==> src/sv/assert_macros.svh <==
// Assertion helpers for the matrix inverse block
`ifndef ASSERT_MACROS_SVH
`define ASSERT_MACROS_SVH
`ifndef SYNTHESIS
`define MI4_ASSERT(label, prop) \
    label: assert property (@(posedge clk) disable iff (!rst_n) prop) \
        else $error("mi4 assertion failed");
`define MI4_ASSERT_NEXT(label, ante, cons) \
    label: assert property (@(posedge clk) disable iff (!rst_n) (ante) |=> (cons)) \
        else $error("mi4 assertion failed");
`else
`define MI4_ASSERT(label, prop)
`define MI4_ASSERT_NEXT(label, ante, cons)
`endif
`endif

==> src/sv/mi4_pkg.sv <==
package mi4_pkg;

    localparam int AccW  = 132;
    localparam int AdjW  = 98;
    localparam int YW    = 128;
    localparam int TW    = 67;
    localparam int ProdW = 67;
    localparam int NumW  = 128;
    localparam int DenW  = 129;
    localparam int RemW  = 130;

    typedef enum logic [2:0] {
        OP_NOP,
        OP_LDY_E,
        OP_LDY_T,
        OP_LDY_A,
        OP_MAC_T,
        OP_MAC_M
    } op_t;

    typedef struct packed {
        op_t        op;
        logic [3:0] addr;
        logic [3:0] adj_idx;
        logic       neg;
        logic [1:0] chunk;
        logic       top;
        logic       clr_t;
        logic       clr_m;
        logic       adj_wr;
        logic       det_ld;
        logic       div_start;
        logic       out_ld;
        logic       wr;
    } cmd_t;

    typedef struct packed {
        logic singular;
        logic div_done;
        logic out_space;
    } stat_t;

    // m-th index of {0..3} with x removed
    function automatic logic [1:0] other_idx(input logic [1:0] x, input logic [1:0] m);
        return (m < x) ? m : m + 2'd1;
    endfunction

endpackage

==> src/sv/mi4_ctrl.sv <==
module mi4_ctrl (
    input  logic            clk,
    input  logic            rst_n,
    input  logic            in_valid,
    output logic            in_ready,
    input  logic            go,
    input  mi4_pkg::stat_t  stat,
    output mi4_pkg::cmd_t   cmd
);
    import mi4_pkg::*;

    typedef enum logic [5:0] {
        S_IDLE   = 6'b000001,
        S_COF    = 6'b000010,
        S_DET    = 6'b000100,
        S_DSTART = 6'b001000,
        S_DWAIT  = 6'b010000,
        S_EMIT   = 6'b100000
    } state_t;

    state_t     state_reg, state_next;
    logic [3:0] k_reg, k_next;
    logic [1:0] n_reg, n_next;
    logic [3:0] s_reg, s_next;

    logic [1:0] rr, cc, rs0, rs1, rs2, cn, cp, cq;
    logic       par;

    // cofactor (rr, cc) feeds adjugate entry k
    assign rr  = k_reg[1:0];
    assign cc  = k_reg[3:2];
    assign rs0 = other_idx(rr, 2'd0);
    assign rs1 = other_idx(rr, 2'd1);
    assign rs2 = other_idx(rr, 2'd2);
    assign cn  = other_idx(cc, n_reg);
    assign cp  = other_idx(cc, (n_reg == 2'd0) ? 2'd1 : 2'd0);
    assign cq  = other_idx(cc, (n_reg == 2'd2) ? 2'd1 : 2'd2);
    assign par = rr[0] ^ cc[0];

    assign in_ready = (state_reg == S_IDLE);

    always_comb
    begin
        cmd        = '0;
        cmd.op     = OP_NOP;
        cmd.adj_idx = k_reg;
        state_next = state_reg;
        k_next     = k_reg;
        n_next     = n_reg;
        s_next     = s_reg;

        unique case (state_reg)
            S_IDLE:
            begin
                if (in_valid)
                begin
                    cmd.wr = 1'b1;
                    if (go)
                    begin
                        state_next = S_COF;
                        k_next     = '0;
                        n_next     = '0;
                        s_next     = '0;
                    end
                end
            end
            S_COF:
            begin
                s_next = s_reg + 4'd1;
                case (s_reg)
                    4'd0:
                    begin
                        cmd.op    = OP_LDY_E;
                        cmd.addr  = {rs2, cq};
                        cmd.clr_t = 1'b1;
                        cmd.clr_m = (n_reg == 2'd0);
                    end
                    4'd1:
                    begin
                        cmd.op   = OP_MAC_T;
                        cmd.addr = {rs1, cp};
                        cmd.top  = 1'b1;
                    end
                    4'd2:
                    begin
                        cmd.op   = OP_LDY_E;
                        cmd.addr = {rs2, cp};
                    end
                    4'd3:
                    begin
                        cmd.op   = OP_MAC_T;
                        cmd.addr = {rs1, cq};
                        cmd.neg  = 1'b1;
                        cmd.top  = 1'b1;
                    end
                    4'd5:
                        cmd.op = OP_LDY_T;
                    4'd6, 4'd7, 4'd8:
                    begin
                        cmd.op    = OP_MAC_M;
                        cmd.addr  = {rs0, cn};
                        cmd.neg   = (n_reg == 2'd1) ^ par;
                        cmd.chunk = 2'(s_reg - 4'd6);
                        cmd.top   = (s_reg == 4'd8);
                        if (s_reg == 4'd8 && n_reg != 2'd2)
                        begin
                            n_next = n_reg + 2'd1;
                            s_next = '0;
                        end
                    end
                    4'd10:
                    begin
                        cmd.adj_wr = 1'b1;
                        n_next     = '0;
                        s_next     = '0;
                        if (k_reg == 4'hF)
                            state_next = S_DET;
                        else
                            k_next = k_reg + 4'd1;
                    end
                    default:
                        cmd.op = OP_NOP;
                endcase
            end
            S_DET:
            begin
                s_next      = s_reg + 4'd1;
                cmd.adj_idx = {n_reg, 2'b00};
                case (s_reg)
                    4'd0:
                    begin
                        cmd.op    = OP_LDY_A;
                        cmd.clr_m = (n_reg == 2'd0);
                    end
                    4'd1, 4'd2, 4'd3, 4'd4:
                    begin
                        cmd.op    = OP_MAC_M;
                        cmd.addr  = {2'b00, n_reg};
                        cmd.chunk = 2'(s_reg - 4'd1);
                        cmd.top   = (s_reg == 4'd4);
                        if (s_reg == 4'd4 && n_reg != 2'd3)
                        begin
                            n_next = n_reg + 2'd1;
                            s_next = '0;
                        end
                    end
                    4'd6:
                    begin
                        cmd.det_ld = 1'b1;
                        k_next     = '0;
                        state_next = S_DSTART;
                    end
                    default:
                        cmd.op = OP_NOP;
                endcase
            end
            S_DSTART:
            begin
                if (stat.singular)
                    state_next = S_EMIT;
                else
                begin
                    cmd.div_start = 1'b1;
                    state_next    = S_DWAIT;
                end
            end
            S_DWAIT:
            begin
                if (stat.div_done)
                    state_next = S_EMIT;
            end
            S_EMIT:
            begin
                if (stat.out_space)
                begin
                    cmd.out_ld = 1'b1;
                    if (k_reg == 4'hF)
                        state_next = S_IDLE;
                    else
                    begin
                        k_next     = k_reg + 4'd1;
                        state_next = S_DSTART;
                    end
                end
            end
            default:
                state_next = S_IDLE;
        endcase
    end

    always_ff @(posedge clk or negedge rst_n)
    begin
        if (!rst_n)
        begin
            state_reg <= S_IDLE;
            k_reg     <= '0;
            n_reg     <= '0;
            s_reg     <= '0;
        end
        else
        begin
            state_reg <= state_next;
            k_reg     <= k_next;
            n_reg     <= n_next;
            s_reg     <= s_next;
        end
    end

endmodule

==> config.mk <==
export PLATFORM = sky130hd
export DESIGN_NAME = mi4_ctrl
export DESIGN_NICKNAME = d
export VERILOG_FILES = /design/src/sv/assert_macros.svh /design/src/sv/mi4_pkg.sv /design/src/sv/mi4_ctrl.sv
export SDC_FILE = /design/constraint.sdc
export NUM_CORES = 1
export LEC_CHECK = 0
export BUFFER_PORTS_ARGS = -buffer_cell sky130_fd_sc_hd__buf_2
export CAP_MARGIN = 20
export CORE_MARGIN = 5
export CORE_UTILIZATION = 40
export CTS_CLUSTER_SIZE = 20
export DETAILED_ROUTE_END_ITERATION = 10
export GPL_TIMING_DRIVEN = 1
export PLACE_DENSITY = 0.64
export SLEW_MARGIN = 5
export SYNTH_ARGS = -nofsm -noshare
export SYNTH_HDL_FRONTEND = slang
export SYNTH_SLANG_ARGS = --single-unit
export TNS_END_PERCENT = 1
==> constraint.sdc <==
create_clock -name clk -period 4.3 [get_ports clk]
set_input_delay 0.215 -clock clk [delete_from_list [all_inputs] [get_ports clk]]
set_output_delay 0.215 -clock clk [all_outputs]
set_load 0.005 [all_outputs]
==> results by group <==
Run status
  – Outcome: complete, no violations

Logic synthesis
  – Synth Register Bits: 16
  – Ys Warns: 0
  – Synth Area in XOR/XNOR: 2.536%
  – Post-Synth Simple-Gate Area: 27.54%
  – Synth async-reset ratio: 100.0%
  – Post-Syn Area: 1727 µm²
  – Unique masters post-synth: 57
  – Compound-gate portion of the synthesized area: 24.71%
  – Main synth FF type: dfrtp_1
  – Post-synthesis mux area share: 4.420%
  – Synth Area in Adders: 10.14%
  – Main combinational cell family by area after synthesis: simple AND/OR/NAND/NOR gates
  – Mapped Nets: 227
  – Post-synth EDFFs: 0
  – Avg Inst Size Synth: 8.382 µm²
  – Mapped Cells: 206
  – Seq/Total Area, Yosys: 23.26%

STA
  – Min cycle time layout: 2.477 ns
  – Max-slew violation count: 0
  – RSZ-0062 raised after global routing: false
  – Tcrit/Tclk final: 57.61%
  – Least-Margin Pin Slew: 0.6384 ns
  – Post-route setup slack: 1.823 ns
  – Post-route setup TNS: 0 ns
  – Hold Fails Final Rpt: 0
  – Worst relative slew slack: 57.16%
  – Final Setup Violations: 0
  – Final setup skew: 0.001069 ns
  – Max Clock Freq: 403.7 MHz

Worst setup path
  – Crit path cell chain: inv_1, ha_1, inv_1, ha_1, a21oi_1, ha_1, nor2_1, a221oi_1, o2bb2ai_1, buf_2
  – Most used cell, CP: ha_1
  – CP startpoint: n_reg[0]
  – Reg2Reg Launch Point: state_reg[5]
  – Crit-path max cell delay: 0.49 ns
  – Crit. End Element: output pin
  – Critical path startpoint category: register
  – WS Path Type: reg2out
  – CP Data Arrival Time: 2.26 ns
  – Crit path max fanout: 9
  – Crit path buffers/inverters: 3
  – Slowest-stage cell, CP: dfrtp_1
  – Worst EP required: 4.09 ns
  – Crit path max-delay family: adder cells

Power
  – Clock power frac: 11.0%
  – Peak VDD IR: 0.3294 mV
  – Leakage power: 0.8808 nW
  – Int Pwr: 0.6329 mW
  – Seq pwr share: 23.8%
  – Comb power frac: 65.2%
  – Net Sw Power: 0.5863 mW
  – Power density over the cells: 636.0 nW/µm²
  – Switching Share: 48.09%

Finish
  – Ant. Diodes: 0
  – Post-Layout Inst Area: 1917 µm²
  – Layout cells sized above 1: 21.83%
  – Filler cells: 391
  – Layout area overhead: 11.01%
  – Final layout net count: 251
  – Largest register FFs: 6

CTS
  – Clock root buffer: clkbuf_8
  – CTS tree: built
  – Clock-pin slew on the worst setup and hold paths: 0.06 ns
  – Postcts setup bufs: 0
  – # hold bufs at CTS: 1
  – Clock Tree Buf Depth: 2
  – Worst skew pair latency: 0.25 ns
  – Max H-tree Level: 1
  – Num CTS Buffers: 3
  – Post-CTS Resized: 0
  – CTS Sinks: 16

Placed design
  – Cell Area, Placed: 1852 µm²
  – DP HPWL: 3345 µm
  – Buffers on Ports: 29
  – Setup WS pre-CTS: 2.106 ns
  – Gpl congestion: 0.8977

Route
  – # DRC: 0
  – DR WL/cell: 15.46 µm
  – Vias: 1591
  – Initial DRC count: 191
  – Post-DRT Antenna Nets: 0
  – Routed WL: 4313 µm
  – First drt pass iteration count: 4
  – Via density: 5.703

GRT
  – First-pass GRT wire length: 7217 µm
  – Initial antenna violation count: 0
  – Number of global-route vias before repair: 1509
  – Congestion Overflow GR: 0
  – Largest net degree at the start of global routing: 17
  – Gr usage total: 16.14%

Die
  – Die height: 75.70 µm
  – Starting utilization of the core area: 42.25%
  – Die area: 5730 µm²
  – Core area: 4086 µm²
  – Io pins: 30
  – # rows: 23
  – Die width: 75.70 µm

Min path
  – Worst Hold Class: in2reg
  – Hold Startpoint: stat[2]

Job
  – Max-cap viol count: 0
[layout by cell type, fill, tap and decap left out, types with 3 or more instances in the layout]
cell type,n
nand2_1,17
o21a_1,3
a21oi_1,14
and2_1,4
nor4b_1,3
dfrtp_1,15
inv_1,12
nand2b_1,7
and3_1,3
ha_1,14
o21ai_0,14
nor3b_1,3
buf_2,29
nand3_1,7
xnor2_1,4
clkbuf_8,4
nor2_1,18
mux2i_1,5
o22ai_1,4
[logic make-up after synthesis]
| group | Yosys count |
|---|---|
| compound gates | 61 |
| xor+xnor | 5 |
| fa+ha+maj | 14 |
| buf+inv | 23 |
| flops | 16 |
| mux | 7 |
| simple gates | 80 |
[stage by stage]
stage | utilization [%] | cells | hold WS [ns] | total power [mW]
2_1_floorplan | - | 206 | -0.08059 | 0.8996
3_3_place_gp | 45.32 | 274 | 0.1589 | 1.079
5_1_grt | 46.91 | 279 | 0.3062 | 1.335
3_5_place_dp | 45.32 | 274 | 0.1651 | 1.076
4_1_cts | 46.91 | 279 | 0.2688 | 1.219
6_report | 46.91 | 279 | 0.2738 | 1.219
[cell type report]
type / instances / area (µm²) / area share, %
timing repair buffer: 30 / 155.1 / 8.094
sequential: 16 / 401.6 / 20.95
multi-input combinational: 167 / 1197 / 62.47
tap: 50 / 62.56 / 3.264
clock buffer: 4 / 55.05 / 2.872
inverter: 12 / 45.04 / 2.350
[path summary, 6_finish.rpt]
check	endpoint	slack (ns)	cells past startpoint
max in group asynchronous	state_reg[0]	3.58	2
setup reg to reg	state_reg[1]	2.08	5
hold / removal	state_reg[4]	0.27	3
setup / recovery	cmd[15]	1.82	10
min in group asynchronous	s_reg[2]	0.41	2
hold reg to reg	k_reg[3]	0.59	1
[power by group through the flow]
stage          Clock [mW]  Combinational [mW]  Sequential, mW
5_1_grt             0.147               0.888           0.300
6_report            0.134               0.795           0.290
3_3_place_gp            0               0.786           0.294
2_1_floorplan           0               0.649           0.251
3_5_place_dp            0               0.784           0.292
4_1_cts             0.140               0.789           0.290
[tightest hold or removal path, cell delays in order]
cell and delay, ns:
buf_2 0.08, nor4b_1 0.05, nand2b_1 0.14
[Yosys cell counts, types with 2 or more instances]
library cell | n | share of area, %
a21oi_1 | 14 | 4.1
nor3b_1 | 3 | 1.3
ha_1 | 14 | 10
buf_4 | 2 | 0.87
o22ai_1 | 4 | 1.4
nor3b_4 | 2 | 2.2
a21oi_2 | 2 | 1.0
inv_1 | 12 | 2.6
mux2i_1 | 5 | 2.9
dfrtp_1 | 15 | 22
buf_6 | 4 | 2.6
buf_2 | 3 | 0.87
o21ai_0 | 14 | 4.1
o41ai_1 | 2 | 1.0
o22a_1 | 2 | 1.0
xnor2_1 | 4 | 2.0
a22o_1 | 2 | 1.0
nor4b_1 | 3 | 1.5
o31ai_1 | 2 | 0.87
and2_1 | 4 | 1.4
nor2b_1 | 2 | 0.72
and3_1 | 3 | 1.1
nand4b_1 | 2 | 1.0
nor2_1 | 18 | 3.9
a211o_1 | 2 | 1.0
nand3_1 | 7 | 2.0
o21a_1 | 3 | 1.3
nand2_1 | 17 | 3.7
a21o_1 | 2 | 0.87
clkbuf_1 | 2 | 0.43
nand3b_1 | 2 | 0.87
nand2b_1 | 7 | 2.5
a221oi_1 | 2 | 1.0
[routing by layer]
layer  global-route usage (%)  wire length [µm]  up-vias  part of all wire, %
li1                         -                 -      788                    -
met1                    23.07              2043      736                   47
met2                    24.83              1941       58                   45
met3                    3.430               270        9                  6.3
met4                    3.883                58        0                  1.3
met5                        0                 0        -                    0
Note: power is estimated with default switching activity, not from simulation.
